File: config.mk
export PLATFORM = sky130hd
export DESIGN_NAME = lrd_lockset_ram
export DESIGN_NICKNAME = d
export VERILOG_FILES = /design/src/rtl/lockset_race_detector_defines.svh /design/src/rtl/lrd_pkg.sv /design/src/rtl/lrd_lockset_ram.sv
export SDC_FILE = /design/constraint.sdc
export NUM_CORES = 1
export LEC_CHECK = 0
export BUFFER_PORTS_ARGS = -buffer_cell sky130_fd_sc_hd__buf_4
export CAP_MARGIN = 20
export CORE_MARGIN = 2
export CORE_UTILIZATION = 55
export DETAILED_ROUTE_END_ITERATION = 8
export PLACE_DENSITY_LB_ADDON = 0.3
export RECOVER_POWER = 100
export SLEW_MARGIN = 20
export SYNTH_ARGS = -nofsm -noshare
export SYNTH_HDL_FRONTEND = slang
export SYNTH_SLANG_ARGS = --single-unit
File: constraint.sdc
create_clock -name i_clk -period 6.65 [get_ports i_clk]
set_input_delay 1.6625 -clock i_clk [delete_from_list [all_inputs] [get_ports i_clk]]
set_output_delay 1.6625 -clock i_clk [all_outputs]
set_load 0.03 [all_outputs]
File: src/rtl/lockset_race_detector_defines.svh
// ============================================================================
// Lockset race detector assertion macros
// Shared assertion helpers for the detector RTL. Each macro checks a property
// on the rising edge of i_clk and is disabled while i_rst_n is low.
// ============================================================================
`ifndef LOCKSET_RACE_DETECTOR_DEFINES_SVH
`define LOCKSET_RACE_DETECTOR_DEFINES_SVH

`ifndef NO_ASSERTIONS

// Same-cycle implication.
`define LRD_ASSERT_IMP(label, ante, cons) \
    label: assert property (@(posedge i_clk) disable iff (!i_rst_n) (ante) |-> (cons)) \
        else $error("lockset race detector: same-cycle check failed");

// Next-cycle implication.
`define LRD_ASSERT_NXT(label, ante, cons) \
    label: assert property (@(posedge i_clk) disable iff (!i_rst_n) (ante) |=> (cons)) \
        else $error("lockset race detector: next-cycle check failed");

`else

`define LRD_ASSERT_IMP(label, ante, cons)
`define LRD_ASSERT_NXT(label, ante, cons)

`endif

`endif

File: src/rtl/lrd_pkg.sv
// ============================================================================
// Lockset race detector package
// Operation codes, word states, field layout and default sizes shared by the
// detector modules.
// ============================================================================
package lrd_pkg;

    // Default sizes for the top-level parameters.
    localparam int SHADOW_WORDS_DEF = 16384;
    localparam int THREADS_DEF      = 16;
    localparam int LOCK_SLOTS_DEF   = 8;

    // Word index range covered by a 16-bit byte address.
    localparam int WORD_ADDR_W = 14;
    localparam int WORD_SPAN   = 16384;

    // Largest access size honored; larger sizes are clipped to it.
    localparam logic [3:0] MAX_ACCESS_SIZE = 4'd10;

    // Operation codes carried in the input tuser.
    localparam logic [2:0] OP_READ        = 3'd0;
    localparam logic [2:0] OP_WRITE       = 3'd1;
    localparam logic [2:0] OP_LOCK        = 3'd2;
    localparam logic [2:0] OP_UNLOCK      = 3'd3;
    localparam logic [2:0] OP_INIT_VIRGIN = 3'd4;
    localparam logic [2:0] OP_INIT_OWNED  = 3'd5;

    // Shadow word states.
    localparam logic [1:0] WS_VIRGIN = 2'd0;
    localparam logic [1:0] WS_EXCL   = 2'd1;
    localparam logic [1:0] WS_SHAR   = 2'd2;
    localparam logic [1:0] WS_SHMOD  = 2'd3;

    // Stream widths.
    localparam int S_TDATA_W = 32;
    localparam int S_TUSER_W = 3;
    localparam int M_TDATA_W = 24;

    // Request to the lockset memory.
    typedef struct packed {
        logic rd_en;
        logic wr_en;
    } t_ls_ctrl;

endpackage

File: src/rtl/lrd_lockset_ram.sv
// ============================================================================
// Lockset memory
// Holds the set of locks each thread currently owns. One synchronous port
// with registered read data; a per-entry valid bit makes never-written
// entries read as the empty set after reset.
// ============================================================================
module lrd_lockset_ram #(
    parameter int THREADS    = lrd_pkg::THREADS_DEF,
    parameter int LOCK_SLOTS = lrd_pkg::LOCK_SLOTS_DEF,
    localparam int TID_W     = $clog2(THREADS)
) (
    input  logic                  i_clk,
    input  logic                  i_rst_n,
    input  lrd_pkg::t_ls_ctrl     i_ctrl,
    input  logic [TID_W-1:0]      i_addr,
    input  logic [LOCK_SLOTS-1:0] i_wr_data,
    output logic [LOCK_SLOTS-1:0] o_rd_data
);

    logic [LOCK_SLOTS-1:0] r_mem [THREADS];
    logic [THREADS-1:0]    r_valid;
    logic [LOCK_SLOTS-1:0] r_rd_data;
    logic                  r_rd_valid;

    // Storage write and registered read.
    always_ff @(posedge i_clk) begin
        if (i_ctrl.wr_en) begin
            r_mem[i_addr] <= i_wr_data;
        end
        if (i_ctrl.rd_en) begin
            r_rd_data <= r_mem[i_addr];
        end
    end

    // Valid bits are cleared by reset and set by the first write.
    always_ff @(posedge i_clk) begin
        if (!i_rst_n) begin
            r_valid    <= '0;
            r_rd_valid <= 1'b0;
        end else begin
            if (i_ctrl.wr_en) begin
                r_valid[i_addr] <= 1'b1;
            end
            if (i_ctrl.rd_en) begin
                r_rd_valid <= r_valid[i_addr];
            end
        end
    end

    // An entry never written reads as the empty lockset.
    assign o_rd_data = r_rd_valid ? r_rd_data : '0;

endmodule

# After elaboration in Yosys (flattened, before gate mapping)

Memory sizes are Yosys's and may differ from the RTL's. A register that Yosys moved wholly into a read port is not among the register bits.
Cells that the tools add are included.

Register bits: 17
Bits in latches: 0
RAM bits: 128
ROM bits: 0
Input bits: 16
Logic and storage cells: 14
Memories kept: 1

Add/subtract/negate cells: 0
Multipliers: 0
Div/mod/pow operators: 0
Magnitude comparators: 2
Equality and inequality tests: 0
Shift operators: 0
Muxes and demuxes: 7
Bitwise gates (word level): 1
Reduce and logical (&&, ||, !) cells: 1

Memory list:

| name  | words | bits a word | rd ports | clocked after memory_dff | write ports | RTL line              | text |
|---|---|---|---|---|---|---|---|
| r_mem | 16    | 8           | 1        | 1                        | 1           | lrd_lockset_ram.sv:20 | `logic [LOCK_SLOTS-1:0] r_mem [THREADS];` |

Operator list:

| operator                                                           | number |
|---|---|
| bitwise OR 16 bit                                                  | 1 |
| 2-to-1 mux 8 bit                                                   | 1 |
| less-than comparator 4 x 5 -> 1 bit (second input constant)        | 1 |
| binary-select mux 1 bit (select 4 bit)                             | 1 |
| demux 1 bit (select 4 bit)                                         | 1 |
| greater-or-equal comparator 4 x 1 -> 1 bit (second input constant) | 1 |
| 2-to-1 mux 1 bit                                                   | 4 |
| logical AND 1 bit                                                  | 1 |

# Longest topological paths before layout

Gate-level depths: netlist of run 1.

Depth in word-level cells: 5
Mapped depth: 5
Depth with buffers taken out: 3

# Worst setup path after synthesis of run 1

OpenSTA, ideal clock, no wires.

Path kind: input to register
From: in i_addr[0]
To: mem r_mem[0][0] (netlist bit) (enable)
Setup time: 0.386 ns
Arrival: 2.996 ns
Data required time: 6.264 ns
Setup slack: 3.268 ns
Cell stages on the path: 3
Buffers on the path: 1
Cell sequence: buf_2 > or3b_2 > nor3_1

RTL lines:

| item            | RTL line              | text |
|---|---|---|
| start, declared | lrd_lockset_ram.sv:15 | `input logic [TID_W-1:0] i_addr,` |
| end, declared   | lrd_lockset_ram.sv:20 |  |

Straight into the memory's write port.

# Final worst setup path of run 1

From: in i_addr[1]
To: mem r_mem[6][2] (netlist bit) (enable)

Straight into the memory's write port.

==> impl_results.md, run 1 <==
* Slowest CP cell: clkbuf_1
* Final TNS setup at 0 ps
* Die Y at 107.8 um
* Crit path DAT at 4510 ps
* # nets final at 310
* Clock tree buffer depth at 2
* Post-route cell area at 6779 sq um
* R2R Setup Slk at 4970 ps
* Fmax at 228.8 MHz
* Flops & latches, synth at 153
* Layout Cells excl Fill at 443
* CTS Buf Count at 17
* Most frequent cells in the layout: edfxtp_1, mux4_1, mux4_2
* Syn_nets at 280
* Setup ws final at 2279 ps
* Critical-path cell list: clkbuf_1, nand3b_1, nor2_1
* Clock root buffer master: clkbuf_8
* DIE WIDTH at 107.8 um
* TritonRoute pass-1 iters at 4
* Layout cell share with drive strength beyond 1 at 0.2020
* CTS tree: built
* Violated checks: capacitance limit, slew limit
* Setup Slack @ Placement at 2755 ps
* Pwr Density at 326.3 nW/um^2
* Worst Reg-to-Reg Cells at 2
* Layout Skew at 9.354 ps
* Number of buffers inserted by port buffering at 23
* Vias in the first global route at 2765
* Largest net degree at the start of global routing at 39
* Area growth, synth to finish at 14.33%
* Status: finished with violations
* All-Layer GR Usage at 0.2116
* Latest clock arrival within the worst-skew pair at 530 ps
* CP bufs+invs at 1
* Worst-path clk slew at 60 ps
* ANT cells at 0
* CTS sink cnt at 153
* Register area share after synthesis at 0.7461
* Worst Hold Depth at 1
* Dpl cells at 411
* Final slew viol count at 39
* DIE AREA at 11630 sq um
* DRT antenna net count at 0
* Clock H-tree levels at 4
* Final hold slack at 463.1 ps
* Syn avg cell area at 22.46 sq um
* Delay-heaviest family, CP: simple AND/OR/NAND/NOR gates
* Vias at 2702
* Fin crit share at 0.6574
* Gpl congestion at 0.7555
* CP max FO at 38
* Slew margin rel. at -0.3384
* Slowest cell delay on critical path at 1410 ps
* Grt total ovfl at 0
* Total setup buffers inserted after CTS at 0
* DR vias/cell at 6.099
* Starting Density at 0.5692
* Final setup vio count at 0
* Worst endpoint required time at 6790 ps
* Initial antenna violation count at 0
* Core footprint at 10420 sq um
* Tmin final at 4371 ps
* # resized after CTS at 0
* First-pass GRT wire length at 16550 um
* Final wirelength at 11200 um
* CP endpoint kind: register
* Row count at 37
* Hold Buf Count CTS at 0
* CP Class: input pin to register
* Critical Path Stages at 3
* Hold Crit Class: register to register
* Cells after Synth at 264
* Most common cell after layout, fill and taps aside: edfxtp_1
* Yosys Warn Count at 0
* Maxcap violations at 1
* Starting DRC count in detailed routing at 339
* Residual DRC at 0
* Final hold viol count at 0
* Detailed-route wire length per cell at 25.28 um
* Worst slew pin tran at 2008 ps
* Mapped cell area at 5929 sq um
* Max VDD drop at 215.9 uV
* Unique masters post-synth at 22
* LEAKAGE at 0.002240 uW
* RSZ-0062 raised after global routing: no
* Hpwl dp at 6472 um
* Setup crit start kind: input pin
* Top Ports at 24
* Placed cell area at 6195 sq um
worst paths after layout:
path | from | end
setup / recovery | i_addr[1] | r_mem[6][2]
hold reg to reg | r_valid[9] | r_valid[9]
hold / removal | r_valid[9] | r_valid[9]
setup reg to reg | r_mem[7][2] | r_rd_data[2]
state kept, by name, indices dropped and copies added, names as in the netlist:
register and count:
r_mem 128, r_valid 16, r_rd_data 8, r_rd_valid 1
cell families (layout without fill, tap and decap cells):
| family | Yosys count | in the layout | share of synthesized area |
|---|---|---|---|
| AOI/OAI and AO/OA | 18 | 18 | 0.02258 |
| muxes | 46 | 46 | 0.1857 |
| buffers and inverters | 14 | 57 | 0.01646 |
| and+or+nand+nor | 33 | 33 | 0.02912 |
| DFF | 153 | 153 | 0.7462 |
report_power, final:
part | internal [uW] | switching [uW]
Sequential | 1070 | 6.56
Clock | 668 | 369
Combinational | 41.2 | 55.8
worst register-to-register path: cells and delay by family (launching register included):
family        cells  cell delay [ps]
flip-flops        1              410
multiplexers      2             1000
Yosys cell counts (all sizes together):
cell type    n  area [sq um]
clkbuf       4         15.01
nor2        12         45.04
edfxtp     136          4084
dfxtp       17         340.3
nand2        1         3.750
mux4        44          1081
o21a        16         120.1
a221oi       1         8.760
and2         9         56.30
nand2b       2         12.51
nand3b       2         15.01
or3b         1         8.760
buf         10         82.58
nor2b        1         6.260
nor3         4         20.02
o21ai        1         5.000
mux2i        2         20.02
nand3        1         5.000
area by class of cell:
class	instances	area, sq um
multi-input combinational	97	1408
sequential	153	4424
fill	688	3637
timing repair buffer	25	135.1
tap	136	170.2
clock inverter	11	192.7
clock buffer	21	449.2
per-layer routing:
layer  track usage  part of all wire  up-vias
li1              -                 -     1187
met1        0.2934              0.40     1392
met2        0.3212              0.50      103
met3       0.06174             0.074       20
met4       0.08425             0.019        0
met5             0                 0        -
through the flow:
stage	total power (uW)	utilization
finish	2212	0.6508
global route	2271	0.6508
CTS	2228	0.6563
detailed placement	1197	0.5947
global placement	1193	0.5942
floorplan	1159	-
Power figures use the tool's default switching activity.
==> run 2, diff against run 1 <==
==> constraint.sdc (replaced) <==
create_clock -name i_clk -period 4.3 [get_ports i_clk]
set_input_delay 1.075 -clock i_clk [delete_from_list [all_inputs] [get_ports i_clk]]
set_output_delay 1.075 -clock i_clk [all_outputs]
set_load 0.03 [all_outputs]
==> impl_results.md, run 2 (synthesis gave the netlist of run 1 again) <==
* Status: finished clean
* DRT antenna net count at 0
* Tmin final at 3253 ps
* Top Ports at 24
* Residual DRC at 0
* First-pass GRT wire length at 15850 um
* Most frequent cells in the layout: edfxtp_1, clkbuf_1, mux4_1
* Total setup buffers inserted after CTS at 0
* Starting Density at 0.5692
* Min-delay src: r_valid[5]
* Layout Skew at 3.982 ps
* Clock root buffer master: clkbuf_8
* Row count at 37
* Vias in the first global route at 2662
* Starting DRC count in detailed routing at 234
* Fin crit share at 0.7564
* DIE WIDTH at 107.8 um
* CTS sink cnt at 153
* Die Y at 107.8 um
* Initial antenna violation count at 0
* Number of buffers inserted by port buffering at 23
* Clock tree buffer depth at 2
* Final wirelength at 10530 um
* Top Metal Used: met4
* Layout cell share with drive strength beyond 1 at 0.1672
* Worst slew pin tran at 1429 ps
* Pwr Density at 454.7 nW/um^2
* Worst endpoint required time at 4460 ps
* DR vias/cell at 6.004
* Maxcap violations at 0
* CTS Buf Count at 17
* Final TNS setup at 0 ps
* Final slew viol count at 0
* Setup crit start kind: input pin
* LEAKAGE at 0.002167 uW
* Worst r2r src: r_mem[15][0]
* CTS tree: built
* Grt total ovfl at 0
* Latest clock arrival within the worst-skew pair at 510 ps
* Max reg flops at 128
* Worst Hold Depth at 1
* Met3 routed WL at 850 um
* Hold Crit Class: register to register
* Area growth, synth to finish at 11.75%
* Hold Buf Count CTS at 0
* # nets final at 314
* RSZ-0062 raised after global routing: no
* Vias at 2684
* Most common cell after layout, fill and taps aside: edfxtp_1
* Largest regs: r_mem (128), r_valid (16), r_rd_data (8)
* Final core utilization at 0.6362
* Largest Register: r_mem
* Met2 Wirelength at 4992 um
* Final setup vio count at 0
* CP startpoint: i_addr[2]
* CP endpoint kind: register
* # resized after CTS at 0
* M1 WL at 4585 um
* Worst Reg-to-Reg Cells at 2
* Max VDD drop at 334.3 uV
* Slew margin rel. at 0.04751
* CP max FO at 19
* Final hold viol count at 0
* DIE AREA at 11630 sq um
* TritonRoute pass-1 iters at 4
* R2R Setup Slk at 2660 ps
* Largest net degree at the start of global routing at 39
* CP Class: input pin to register
* Core footprint at 10420 sq um
* All-Layer GR Usage at 0.1993
* ANT cells at 0
* Worst-path clk slew at 60 ps
* Crit path DAT at 3410 ps
* Hpwl dp at 6336 um
* Gpl congestion at 0.7306
* Reg2Reg Capture Point: r_rd_data[0]
* Hold worst-path end: r_valid[5]
* Detailed-route wire length per cell at 23.55 um
* Clock H-tree levels at 4
* Fmax at 307.4 MHz
## run 2: cell types whose count changed in the layout (fill, tap and decap cells not counted)
cell / before / now
clkinv_2: 2 / 3
clkinvlp_4: 2 / 0
bufinv_16: 5 / 0
clkinv_1: 0 / 2
clkinv_4: 1 / 0
inv_6: 1 / 0
clkbuf_8: 3 / 1
clkbuf_1: 16 / 28
## run 2: cell type report
cell class | count | area (sq um)
Clock buffer | 27 | 451.7
Clock inverter | 5 | 22.52
Fill cell | 751 | 3790
Multi-Input combinational cell | 97 | 1408
Sequential cell | 153 | 4424
Tap cell | 136 | 170.2
Timing Repair Buffer | 29 | 150.1
## run 2: how the worst max path moves through the flow
| stage | end | cells past startpoint |
|---|---|---|
| after global routing | r_mem[6][7] | 4 |
| after CTS | r_mem[8][5] | 3 |
| after floorplan | r_mem[0][0] | 3 |
| after global placement | r_mem[8][1] | 3 |
| after detailed placement | r_mem[8][7] | 3 |
| final | r_mem[6][7] | 4 |
## run 2: critical path: stages
cell and delay (ps):
clkbuf_1 1010, nand2b_1 280, nor2_1 600, clkbuf_1 430
## run 2: through the flow
step	total power, uW	instance area, sq um	cells	setup slack, ps	hold slack [ps]
after CTS	3049	6694	447	1640	463.8
after global placement	1845	6220	415	1107	442.8
after floorplan	1792	5929	264	1506	435.4
final	3013	6626	447	1047	463.0
after global routing	3115	6626	447	799.9	475.1
after detailed placement	1851	6220	415	1110	449.9
## run 2: power breakdown
| part | internal (uW) | switching, uW |
|---|---|---|
| clock network | 701 | 499 |
| registers | 1660 | 9.21 |
| logic | 62.4 | 84.4 |
## run 2: metal layers
layer | GRT usage | vias up
li1 | - | 1195
met1 | 0.2886 | 1380
met2 | 0.2920 | 101
met3 | 0.06053 | 8
met4 | 0.07051 | 0
met5 | 0 | -
==> run 3, diff against run 2 <==
==> constraint.sdc (replaced) <==
create_clock -name i_clk -period 2.8 [get_ports i_clk]
set_input_delay 0.7 -clock i_clk [delete_from_list [all_inputs] [get_ports i_clk]]
set_output_delay 0.7 -clock i_clk [all_outputs]
set_load 0.03 [all_outputs]
==> impl_results.md, run 3 (synthesis gave the netlist of run 1 again) <==
* Status: finished clean
* Hold Crit Class: register to register
* Fill cells at 706
* Worst endpoint required time at 2950 ps
* Largest regs: r_mem (128), r_valid (16), r_rd_data (8)
* Latest clock arrival within the worst-skew pair at 520 ps
* LEAKAGE at 0.002223 uW
* Clock tree buffer depth at 2
* DIE AREA at 11630 sq um
* Max reg flops at 128
* RSZ-0062 raised after global routing: no
* CP bufs+invs at 2
* Largest Register: r_mem
* Final TNS setup at 0 ps
* DRT antenna net count at 0
* Initial antenna violation count at 0
* Min-delay src: r_valid[3]
* Placed cell area at 6415 sq um
* Critical Path Stages at 4
* Combinational power share at 0.046
* Tmin final at 2383 ps
* Largest net degree at the start of global routing at 39
* Worst r2r src: r_mem[15][4]
* CTS Buf Count at 17
* Worst-path clk slew at 60 ps
* Power share of the clock group at 0.430
* TritonRoute pass-1 iters at 4
* CTS tree: built
* Starting Density at 0.5692
* Area growth, synth to finish at 14.79%
* Layout Skew at 5.678 ps
* Total setup buffers inserted after CTS at 0
* Delay-heaviest family, CP: buffers and inverters
* Die Y at 107.8 um
* Worst slew pin tran at 979.9 ps
* Fmax at 419.7 MHz
* Reg power frac at 0.524
* Slew margin rel. at 0.3467
* ANT cells at 0
* Grt total ovfl at 0
* Final hold viol count at 0
* Gpl congestion at 0.8093
* Pwr Density at 718.3 nW/um^2
* Clock H-tree levels at 4
* Most common cell after layout, fill and taps aside: edfxtp_1
* Hold Buf Count CTS at 0
* Vias at 2786
* Final core utilization at 0.6535
* Detailed-route wire length per cell at 23.71 um
* DR vias/cell at 5.890
* # resized after CTS at 0
* Maxcap violations at 0
* CP startpoint: i_addr[1]
* First-pass GRT wire length at 16770 um
* # nets final at 340
* CP max FO at 38
* CP Capture Point: r_mem[11][3]
* Core footprint at 10420 sq um
* Slowest CP cell: clkbuf_2
* Most frequent cells in the layout: edfxtp_1, clkbuf_1, mux4_1
* Worst Reg-to-Reg Cells at 2
* Row count at 37
* Vias in the first global route at 2873
* Fin crit share at 0.8510
* CP endpoint kind: register
* Reg2Reg Capture Point: r_rd_data[4]
* Final setup vio count at 0
* Slowest cell delay on critical path at 720 ps
* Net switching power at 992.5 uW
* Clock root buffer master: clkbuf_8
* Crit path DAT at 2530 ps
* Final wirelength at 11220 um
* Setup crit start kind: input pin
* All-Layer GR Usage at 0.2112
* Sw frac at 0.2030
* CTS sink cnt at 153
* Max VDD drop at 460.6 uV
* Top Ports at 24
* Internal power at 3896 uW
* Residual DRC at 0
* Number of buffers inserted by port buffering at 23
* Critical-path cell list: clkbuf_2, nand3_1, nor2_1, clkbuf_1
* Hpwl dp at 6967 um
* R2R Setup Slk at 1150 ps
* Starting DRC count in detailed routing at 206
* DIE WIDTH at 107.8 um
* Final slew viol count at 0
* CP Class: input pin to register
* Layout cell share with drive strength beyond 1 at 0.1840
* Post-route cell area at 6807 sq um
-- run 3: cell count changes in the layout (fill, tap and decap cells not counted), moves of 2 or more --
cell and delta:
clkinvlp_4 +7, and2_0 -2, clkbuf_1 +16, and2_1 +2
bufinv_16 +2
-- run 3: area by class of cell --
cell class / instances / area, sq um / area share
Tap cell: 136 / 170.2 / 0.02500
Multi-Input combinational cell: 97 / 1408 / 0.2068
Clock buffer: 19 / 421.7 / 0.06195
Sequential cell: 153 / 4424 / 0.6500
Clock inverter: 13 / 130.1 / 0.01912
Timing Repair Buffer: 55 / 252.7 / 0.03713
-- run 3: worst min-delay path by stage --
stage,end,cells past startpoint
2_1_floorplan,r_valid[10],1
3_3_place_gp,r_valid[12],1
3_5_place_dp,r_valid[10],1
4_1_cts,r_mem[5][2],1
5_1_grt,r_valid[11],1
6_report,r_valid[3],1
-- run 3: stage by stage --
stage | total power [uW] | std cells | hold WS, ps | worst slack (ps)
global placement | 2839 | 441 | 441.8 | 175.4
global route | 5015 | 473 | 480.0 | 332.2
finish | 4889 | 473 | 464.8 | 417.1
CTS | 4933 | 473 | 458.4 | 662.1
floorplan | 2752 | 264 | 435.4 | 380.8
detailed placement | 2849 | 441 | 451.8 | 146.0
-- run 3: worst reg2reg max path: stages (launching register included) --
cell and delay (ps):
edfxtp_1 370, mux4_2 530, mux4_2 490
-- run 3: layer usage --
layer | global-route usage | routed length [um]
met1 | 0.2960 | 4851
met2 | 0.3154 | 5395
met3 | 0.05448 | 720
met4 | 0.09799 | 250
met5 | 0 | 0
-- run 3: power groups by stage --
stage	combinational (uW)	sequential, uW	clock [uW]
2_1_floorplan	153	2600	0
3_3_place_gp	235	2600	0
3_5_place_dp	243	2610	0
4_1_cts	243	2560	2130
5_1_grt	243	2560	2210
6_report	227	2560	2100
